[src/hdl/assert_macros.svh]
// Assertion macros shared by the pattern scrubber RTL.
`ifndef ASSERT_MACROS_SVH
`define ASSERT_MACROS_SVH

// A condition that holds at every clock edge outside reset.
`define ASSERT_ALWAYS(label, clk, rst_n, expr, msg) \
	label: assert property (@(posedge clk) disable iff (!rst_n) (expr)) else $error(msg);

// A condition that implies another one in the same cycle.
`define ASSERT_IMPLIES(label, clk, rst_n, ante, cons, msg) \
	label: assert property (@(posedge clk) disable iff (!rst_n) (ante) |-> (cons)) else $error(msg);

// A condition that implies another one in the next cycle.
`define ASSERT_NEXT(label, clk, rst_n, ante, cons, msg) \
	label: assert property (@(posedge clk) disable iff (!rst_n) (ante) |=> (cons)) else $error(msg);

`endif

[src/hdl/pfsu_pkg.sv]
// Package with the command codes and controller interface types of the pattern scrubber.
`timescale 1ns / 1ps
`default_nettype none

package pfsu_pkg;

	typedef enum logic [1:0] {
		CMD_LOAD    = 2'd0,
		CMD_DUMP    = 2'd1,
		CMD_DRAIN   = 2'd2,
		CMD_RESTART = 2'd3
	} cmd_t;

	// Shortest pattern in words that enables the search.
	localparam int unsigned MIN_WORDS = 4;

	// Word index of the pattern length register on the configuration port.
	localparam logic CFG_PATTERN_WORDS = 1'b0;

	typedef struct packed {
		logic take;
		logic pat_write;
		logic clear_scan;
		logic set_drained;
		logic emit_direct;
		logic rd_head;
		logic pop;
		logic push;
		logic cmp_start;
		logic cmp_run;
		logic set_match;
		logic res_load;
	} ctrl_t;

	typedef struct packed {
		cmd_t cmd;
		logic fill_zero;
		logic fill_ge_len;
		logic cmp_needed;
		logic cmp_mismatch;
		logic cmp_equal_all;
		logic res_free;
	} stat_t;

endpackage

`default_nettype wire

[src/hdl/pfsu_ctrl.sv]
// Controller state machine that sequences each transaction through the datapath.
`timescale 1ns / 1ps
`default_nettype none
`include "assert_macros.svh"

module pfsu_ctrl (
	input  wire             clk,
	input  wire             arst_n,
	input  wire             in_valid,
	output logic            in_ready,
	input  pfsu_pkg::stat_t st,
	output pfsu_pkg::ctrl_t ctl
);
	import pfsu_pkg::*;

	typedef enum logic [5:0] {
		S_IDLE   = 6'b000001,
		S_DECODE = 6'b000010,
		S_POP    = 6'b000100,
		S_CHECK  = 6'b001000,
		S_CMP    = 6'b010000,
		S_FINISH = 6'b100000
	} state_t;

	state_t state_q;
	state_t state_d;

	assign in_ready = (state_q == S_IDLE);

	always_comb begin
		ctl = '0;
		state_d = state_q;
		unique case (state_q)
			S_IDLE: begin
				if (in_valid) begin
					ctl.take = 1'b1;
					state_d = S_DECODE;
				end
			end
			S_DECODE: begin
				unique case (st.cmd)
					CMD_LOAD: begin
						ctl.pat_write = 1'b1;
						state_d = S_FINISH;
					end
					CMD_DUMP: begin
						if (st.fill_ge_len && st.fill_zero) begin
							ctl.emit_direct = 1'b1;
							state_d = S_FINISH;
						end else if (st.fill_ge_len) begin
							ctl.rd_head = 1'b1;
							state_d = S_POP;
						end else begin
							ctl.push = 1'b1;
							state_d = S_CHECK;
						end
					end
					CMD_DRAIN: begin
						if (st.fill_zero) begin
							ctl.set_drained = 1'b1;
							state_d = S_FINISH;
						end else begin
							ctl.rd_head = 1'b1;
							state_d = S_POP;
						end
					end
					CMD_RESTART: begin
						ctl.clear_scan = 1'b1;
						state_d = S_FINISH;
					end
					default: begin
						state_d = S_FINISH;
					end
				endcase
			end
			S_POP: begin
				ctl.pop = 1'b1;
				if (st.cmd == CMD_DUMP) begin
					ctl.push = 1'b1;
					state_d = S_CHECK;
				end else begin
					state_d = S_FINISH;
				end
			end
			S_CHECK: begin
				if (st.cmp_needed) begin
					ctl.cmp_start = 1'b1;
					state_d = S_CMP;
				end else begin
					state_d = S_FINISH;
				end
			end
			S_CMP: begin
				ctl.cmp_run = 1'b1;
				if (st.cmp_mismatch) begin
					state_d = S_FINISH;
				end else if (st.cmp_equal_all) begin
					ctl.set_match = 1'b1;
					state_d = S_FINISH;
				end
			end
			S_FINISH: begin
				if (st.res_free) begin
					ctl.res_load = 1'b1;
					state_d = S_IDLE;
				end
			end
			default: begin
				state_d = S_IDLE;
			end
		endcase
	end

	always_ff @(posedge clk or negedge arst_n) begin
		if (!arst_n) begin
			state_q <= S_IDLE;
		end else begin
			state_q <= state_d;
		end
	end

	`ASSERT_NEXT(a_take_decodes, clk, arst_n, ctl.take, state_q == S_DECODE, "Accepted transaction was not decoded.")
	`ASSERT_NEXT(a_mismatch_ends, clk, arst_n, state_q == S_CMP && st.cmp_mismatch, state_q == S_FINISH, "Compare did not stop at a mismatch.")
	`ASSERT_IMPLIES(a_match_once, clk, arst_n, ctl.set_match, st.cmp_equal_all && !st.cmp_mismatch, "Match recorded without a full compare.")

endmodule

`default_nettype wire

[config.mk]
export PLATFORM = sky130hd
export DESIGN_NAME = pfsu_ctrl
export DESIGN_NICKNAME = d
export VERILOG_FILES = /design/src/hdl/pfsu_pkg.sv /design/src/hdl/pfsu_ctrl.sv
export VERILOG_INCLUDE_DIRS = /design/src /design/src/hdl
export SDC_FILE = /design/constraint.sdc
export NUM_CORES = 1
export LEC_CHECK = 0
export ABC_AREA = 1
export BUFFER_PORTS_ARGS = -buffer_cell sky130_fd_sc_hd__buf_2
export CORE_UTILIZATION = 42
export DETAILED_ROUTE_END_ITERATION = 10
export HOLD_SLACK_MARGIN = 0.05
export PLACE_DENSITY = 0.73
export SLEW_MARGIN = 40
export SYNTH_ARGS = -nofsm -noshare
export SYNTH_HDL_FRONTEND = slang
export SYNTH_SLANG_ARGS = --single-unit
[constraint.sdc]
create_clock -name clk -period 1.49 [get_ports clk]
set_clock_uncertainty 0.2 [all_clocks]
set_input_delay 0.298 -clock clk [delete_from_list [all_inputs] [get_ports clk]]
set_output_delay 0.298 -clock clk [all_outputs]
set_load 0.005 [all_outputs]
==> results of run 1 <==
[power by group through the flow]
stage	registers, mW	clock network, mW	logic, mW
2_1_floorplan	0.257	0	0.368
3_3_place_gp	0.259	0	0.571
3_5_place_dp	0.261	0	0.595
4_1_cts	0.266	0.180	0.693
5_1_grt	0.275	0.189	0.846
6_report	0.273	0.178	0.779
[worst register-to-register path, delay by kind of cell (launching register included)]
| kind | cells | cell delay, ps |
|---|---|---|
| flops | 1 | 400 |
| simple gates | 6 | 610 |
| buf+inv | 3 | 380 |
[cells in the final DEF, fill, tap and decap left out, types with 2 or more instances in the layout]
cell	Yosys	final
buf_2	0	22
buf_4	0	17
buf_6	0	5
clkbuf_4	0	3
dfrtp_1	5	3
dfrtp_2	0	2
ha_1	5	5
inv_1	16	15
inv_2	1	2
nand2_1	12	11
nand2_2	2	3
nand2_4	2	2
nand3_1	6	6
nand3_4	1	3
nand4_1	2	2
nor2_1	17	12
nor2_2	2	4
nor2_4	4	7
o21ai_1	2	2
[path summary, 6_finish.rpt]
| check | cells past startpoint | slack, ps | startpoint | end |
|---|---|---|---|---|
| max in group asynchronous | 2 | 660 | arst_n | state_q[0]$_DFFE_PN1P_ |
| hold reg to reg | 4 | 500 | state_q[2]$_DFFE_PN0P_ | state_q[4]$_DFFE_PN0P_ |
| hold / removal | 2 | 100 | st[4] | state_q[3]$_DFFE_PN0P_ |
| setup / recovery | 5 | -440 | state_q[3]$_DFFE_PN0P_ | ctl[11] |
| min in group asynchronous | 2 | 200 | arst_n | state_q[4]$_DFFE_PN0P_ |
| setup reg to reg | 9 | -190 | state_q[3]$_DFFE_PN0P_ | state_q[5]$_DFFE_PN0P_ |
[per-layer routing]
metal  vias to the layer above  global-route usage (%)
li1                        373                       -
met4                         0                    15.0
met1                       335                    28.2
met3                         2                    1.63
met2                        15                    42.9
met5                         -                       0
[repair_timing]
action	CTS	global route
setup buffers	6	3
endpoints found under the hold margin	6	0
hold buffers	1	0
gates resized for setup	8	13
pin swaps	6	1
setup endpoints to repair	16	17
[layout make-up]
cell class / count / area (µm²)
sequential: 6 / 154
fill: 99 / 303
timing repair buffer: 45 / 304
tap: 15 / 18.8
inverter: 17 / 63.8
clock buffer: 4 / 26.3
multi-input combinational: 65 / 480
[kinds of logic (layout without fill, tap and decap cells)]
logic type / Yosys count / count (layout) / synth area share [%]
AND/OR/NAND/NOR: 54 / 54 / 50.4
flip-flops: 6 / 6 / 24.0
buffers and inverters: 17 / 66 / 10.1
AO/OA/AOI/OAI: 6 / 6 / 5.55
adder cells (fa/ha/maj): 5 / 5 / 9.92
==> results.cfg, run 1 <==
[route]
drt_pass1_iterations = 4
routed.top_layer = met4
route.met2.wl_um = 986
via_per_inst = 4.77
wl_um = 1780
via_count = 725
drt-initial-drc-count = 21
drc = 0
wl_met3_um = 33
wl_met1_um = 737
wire_per_inst_um = 11.7
postRouteAntennaNets = 0

[synthesis]
synth_seq_cells = 6
synth_common_cells = nor2_1 (17), inv_1 (16), nand2_1 (12)
syn_nets = 104
synth_cell_types = 23
ys_seq_area_share_pct = 24.0
synth.cell_area_um2 = 631
synth_area_leaders = dfrtp_1 (20%), nor2_1 (10%), ha_1 (9.9%)
ys_async_sr_fraction_pct = 100
avgSynthCellArea_um2 = 7.17
synth_area_leader_cell = dfrtp_1
synth-edff-count = 0
syn_inst = 88
yosysTopAreaCellShare_pct = 19.8
yosysWarnings = 0
post-synth-top-count-cell = nor2_1
synth_ff_type = dfrtp_1

[sta]
hold_viol_final = 0
final_max_slew_viol_count = 0
setup-violations-final = 16
period_minus_slack_ps = 1930
worstMarginPinSlew_ps = 208
rsz0062_at_grt = true
holdWs_ps = 96.4
fmax_ghz = 0.517
setup_tns_ps = -4660
worst_slack_ps = -444
slew-limit-headroom_pct = 86.1
period_share_pct = 130

[floorplan]
dieArea_mm2 = 0.00166
die_h_um = 40.8
start_util_pct = 46.7
core_mm2 = 0.00135
io_pins = 24
die_w_um = 40.8
rows = 13

[power]
p_total_mw = 1.23
switching_share_pct = 44.4
p_int_uw = 684
p_clk_share_pct = 14.5
ir_drop_mv = 0.805
seqPwrFrac_pct = 22.2
switchingPower_uw = 546
p_leak_nw = 0.578
power_density_mw_per_mm2 = 1170
comb_power_share_pct = 63.4

[worst_setup_path]
timing.critical_path.buf_inv = 2
required_ps = 990
path_class = reg -> out
crit_slowest_cell = dfrtp_1
end_kind = output pin
crit_family = simple AND/OR/NAND/NOR gates
path_cells = nor2_4 -> buf_4 -> nand3_4 -> nor3_2 -> buf_2
worstSetupStartpointType = register
cp_data_arrival_time_ps = 1440
worst-path-max-fanout = 4
critical_path.max_stage_delay_ps = 400

[clock_tree]
clkTransAtPathRegs_ps = 50
cts_buffers = 3
clock-sinks = 6
clockBufferDepth = 2
clk_latency_ps = 260
root_buffer = clkbuf_4
h-tree-depth = 1
cts_tree = done

[global_routing]
grt_overflow = 0
grt_usage_pct = 24.3
grt_pass1_vias = 659
antenna_found_initial = 0
grt_pass1_wl_um = 2580
grt_max_degree = 7

[layout]
reg_top3 = state_q x6
instances_no_fill = 152
largest_reg_flops = 6
drive_gt1_share_pct = 54.0
postLayoutCoreUtil_pct = 77.6
design_area_mm2 = 0.00105
regMostFlops = state_q
insertedDiodeCount = 0
syn2layout_area_growth_pct = 66.1
nNetsFinal = 154

[placement]
place_ws_ps = -178
routabilityCongestion = 0.852
dpl.hpwl_um = 1210
placed_cell_area_um2 = 860
placedCellCount = 138
port_buffers = 23

[run_status]
outcome = finished with violations
violations = setup timing

[flow_run]
max_cap_violations = 0

[worst_hold_path]
worstHoldPathType = in -> reg
No activity file was read; power rests on OpenSTA's default activity.
==> run 2: changes to the inputs <==
--- a/config.mk
+++ b/config.mk
@@ -12,5 +12,5 @@
 export DETAILED_ROUTE_END_ITERATION = 10
 export HOLD_SLACK_MARGIN = 0.05
-export PLACE_DENSITY = 0.73
+export PLACE_DENSITY = 0.84
 export SLEW_MARGIN = 40
 export SYNTH_ARGS = -nofsm -noshare
==> constraint.sdc (replaced) <==
create_clock -name clk -period 1.49 [get_ports clk]
set_clock_uncertainty 0.2 [all_clocks]
set_input_delay 0.298 -clock clk [delete_from_list [all_inputs] [get_ports clk]]
set_output_delay 0.298 -clock clk [all_outputs]
set_load 0.1 [all_outputs]
==> run 2 against run 1 <==
  * The flow now stops in clock tree synthesis (4_1_cts)
  * Synthesized cell count unchanged
  * Area after synthesis unchanged
==> results.cfg, run 2 <==
[placement]
place_ws_ps = -390
dpl.hpwl_um = 2110
placedCellCount = 153
routabilityCongestion = 0.847
port_buffers = 23

[floorplan]
io_pins = 24
die_w_um = 40.8
die_h_um = 40.8
rows = 13
start_util_pct = 46.7

[clock_tree]
hold_buffers = 1
h-tree-depth = 1
postCtsSetupBuffers = 11
clockBufferDepth = 2
clock-sinks = 6
cts_buffers = 3
root_buffer = clkbuf_4
cts.repair.resized = 9

[synthesis]
synth_seq_cells = 6
synth-edff-count = 0
ys_async_sr_fraction_pct = 100
post-synth-top-count-cell = nor2_1
synth_common_cells = nor2_1 (17), inv_1 (16), nand2_1 (12)
yosysTopAreaCellShare_pct = 19.8
avgSynthCellArea_um2 = 7.17
synth.cell_area_um2 = 631
syn_inst = 88
synth_ff_type = dfrtp_1
synth_area_leader_cell = dfrtp_1
syn_nets = 104
yosysWarnings = 0
synth_area_leaders = dfrtp_1 (20%), nor2_1 (10%), ha_1 (9.9%)
ys_seq_area_share_pct = 24.0
synth_cell_types = 23

[run_status]
first-error = [ERROR DPL-0038] Utilization greater than 100%, impossible to legalize
outcome = stopped before the end
stop_stage = clock tree synthesis (4_1_cts)
## run 2: cell counts after synthesis
No cell type changed its count.
## run 2: kinds of logic after synthesis
group | count (synthesis) | synth area share [%]
adders and majority gates | 5 | 9.92
buffers and inverters | 17 | 10.1
DFF | 6 | 24.0
and+or+nand+nor | 54 | 50.4
AOI/OAI and AO/OA | 6 | 5.55
## run 2: per-stage QoR
| stage | cell area [µm²] | hold slack [ps] | setup TNS, ps |
|---|---|---|---|
| 3_5_place_dp | 1280 | -72.5 | -3950 |
| 2_1_floorplan | 747 | -198 | -6700 |
| 3_3_place_gp | 1280 | -75.0 | -2910 |
==> run 3: changes to the inputs <==
CORE_AREA = 2 2 63 65   (was not set)
CORE_UTILIZATION = not set   (was 42)
DIE_AREA = 0 0 65 67   (was not set)
HOLD_SLACK_MARGIN = not set   (was 0.05)
PLACE_DENSITY = not set   (was 0.84)
PLACE_DENSITY_LB_ADDON = 0.15   (was not set)
clock period = 1.9 ns   (was 1.49 ns; I/O delays follow)
==> run 3 against run 2 <==
  * The flow now finishes, with violations (setup timing)
==> results.cfg, run 3 (synthesis results as in run 1) <==
[run_status]
outcome = finished with violations
violations = setup timing

[floorplan]
core_mm2 = 0.00361
die_h_um = 67
die_w_um = 65
io_pins = 24
rows = 22
dieArea_mm2 = 0.00436
start_util_pct = 17.5

[layout]
most-common-layout-cells = buf_4 (15), inv_1 (14), buf_12 (13)
reg_top3 = state_q x6
nNetsFinal = 153
drive_gt1_share_pct = 58.8
final_common_cell = buf_4
multi_input_area_um2 = 554
insertedDiodeCount = 0
fillCellCount = 369
regArea_um2 = 153
regMostFlops = state_q
largest_reg_flops = 6
syn2layout_area_growth_pct = 117

[global_routing]
grt_pass1_wl_um = 3090
met1_usage_pct = 10.6
grt.busiest_layer = met2
grt_max_degree = 8
use_met3_pct = 3.72
grt_usage_pct = 9.75
use_met2_pct = 15.5
grt_overflow = 0
grt_pass1_vias = 720
antenna_found_initial = 0

[sta]
period_share_pct = 112
worstMarginPinSlew_ps = 288
setup_tns_ps = -1590
period_minus_slack_ps = 2120
slew-limit-headroom_pct = 80.6
setup-violations-final = 13
hold_viol_final = 0
holdWs_ps = 263
rsz0062_at_grt = true
final_max_slew_viol_count = 0
worst_slack_ps = -223
fmax_ghz = 0.471

[clock_tree]
cts_tree = done
root_buffer = clkbuf_8
cts_buffers = 3
h-tree-depth = 1
clockBufferDepth = 2
clk_latency_ps = 230
clkTransAtPathRegs_ps = 40
clock-sinks = 6

[route]
drt_pass1_iterations = 4
drt-initial-drc-count = 6
via_per_inst = 3.97
via_count = 731
drc = 0
wl_um = 1860
postRouteAntennaNets = 0
wire_per_inst_um = 10.1

[placement]
port_buffers = 23
dpl.hpwl_um = 1480
routabilityCongestion = 0.755

[worst_setup_path]
cp_data_arrival_time_ps = 1540
required_ps = 1320
path_class = reg -> out
reg2reg_setup_slack_ps = 240
end_kind = output pin
worst-path-max-fanout = 3
worstSetupStartpointType = register

[power]
power_density_mw_per_mm2 = 1090
p_leak_nw = 0.646
ir_drop_mv = 1.09

[flow_run]
max_cap_violations = 0

[worst_hold_path]
worstHoldPathType = in -> reg
-- run 3: what timing repair did --
| item | 4_1_cts | 5_1_grt |
|---|---|---|
| hold endpoints to repair | 6 | 0 |
| endpoints found under the setup margin | 13 | 12 |
| resized for setup | 6 | 6 |
| setup buffers | 5 | 6 |
| pin swaps | 8 | 2 |
| hold buffers | 1 | 0 |
-- run 3: report_power, final --
group / internal, mW / switching, mW
Sequential: 0.168 / 0.0402
Combinational: 0.412 / 0.666
Clock: 0.145 / 0.0629
-- run 3: cell type report --
cell class,count,share of cell area [%]
sequential,6,11.1
inverter,17,5.11
tap,48,4.38
multi-input combinational,65,40.4
clock buffer,4,3.28
timing repair buffer,44,35.7
-- run 3: through the flow --
| step | setup slack [ps] | instances | utilization (%) | power, mW | instance area [µm²] |
|---|---|---|---|---|---|
| 2_1_floorplan | -384 | 88 | - | 0.853 | 747 |
| 3_3_place_gp | 1.30 | 168 | 32.9 | 1.15 | 1180 |
| 3_5_place_dp | -23.2 | 168 | 32.9 | 1.15 | 1180 |
| 4_1_cts | -227 | 178 | 36.0 | 1.43 | 1300 |
| 5_1_grt | -279 | 184 | 38.0 | 1.58 | 1370 |
| 6_report | -223 | 184 | 38.0 | 1.49 | 1370 |
-- run 3: metal layers --
metal  up-vias  share of wire (%)
met3         2                7.0
met2        22                 52
li1        375                  -
met4         0                1.8
met5         -                  0
met1       332                 39
-- run 3: worst paths after layout --
kind / start / to / depth (start not counted)
setup / recovery: state_q[3]$_DFFE_PN0P_ / ctl[11] / 6
hold / removal: st[4] / state_q[3]$_DFFE_PN0P_ / 2
setup reg to reg: state_q[3]$_DFFE_PN0P_ / state_q[5]$_DFFE_PN0P_ / 8
hold reg to reg: state_q[4]$_DFFE_PN0P_ / state_q[2]$_DFFE_PN0P_ / 4
max in group asynchronous: arst_n / state_q[0]$_DFFE_PN1P_ / 2
min in group asynchronous: arst_n / state_q[2]$_DFFE_PN0P_ / 2
-- run 3: worst max-delay path, stage by stage, from the launching register on --
cell	delay, ps
dfrtp_1	410
nor2_4	70
buf_4	150
nand4_1	170
nand2_4	90
nor3_4	210
buf_12	200
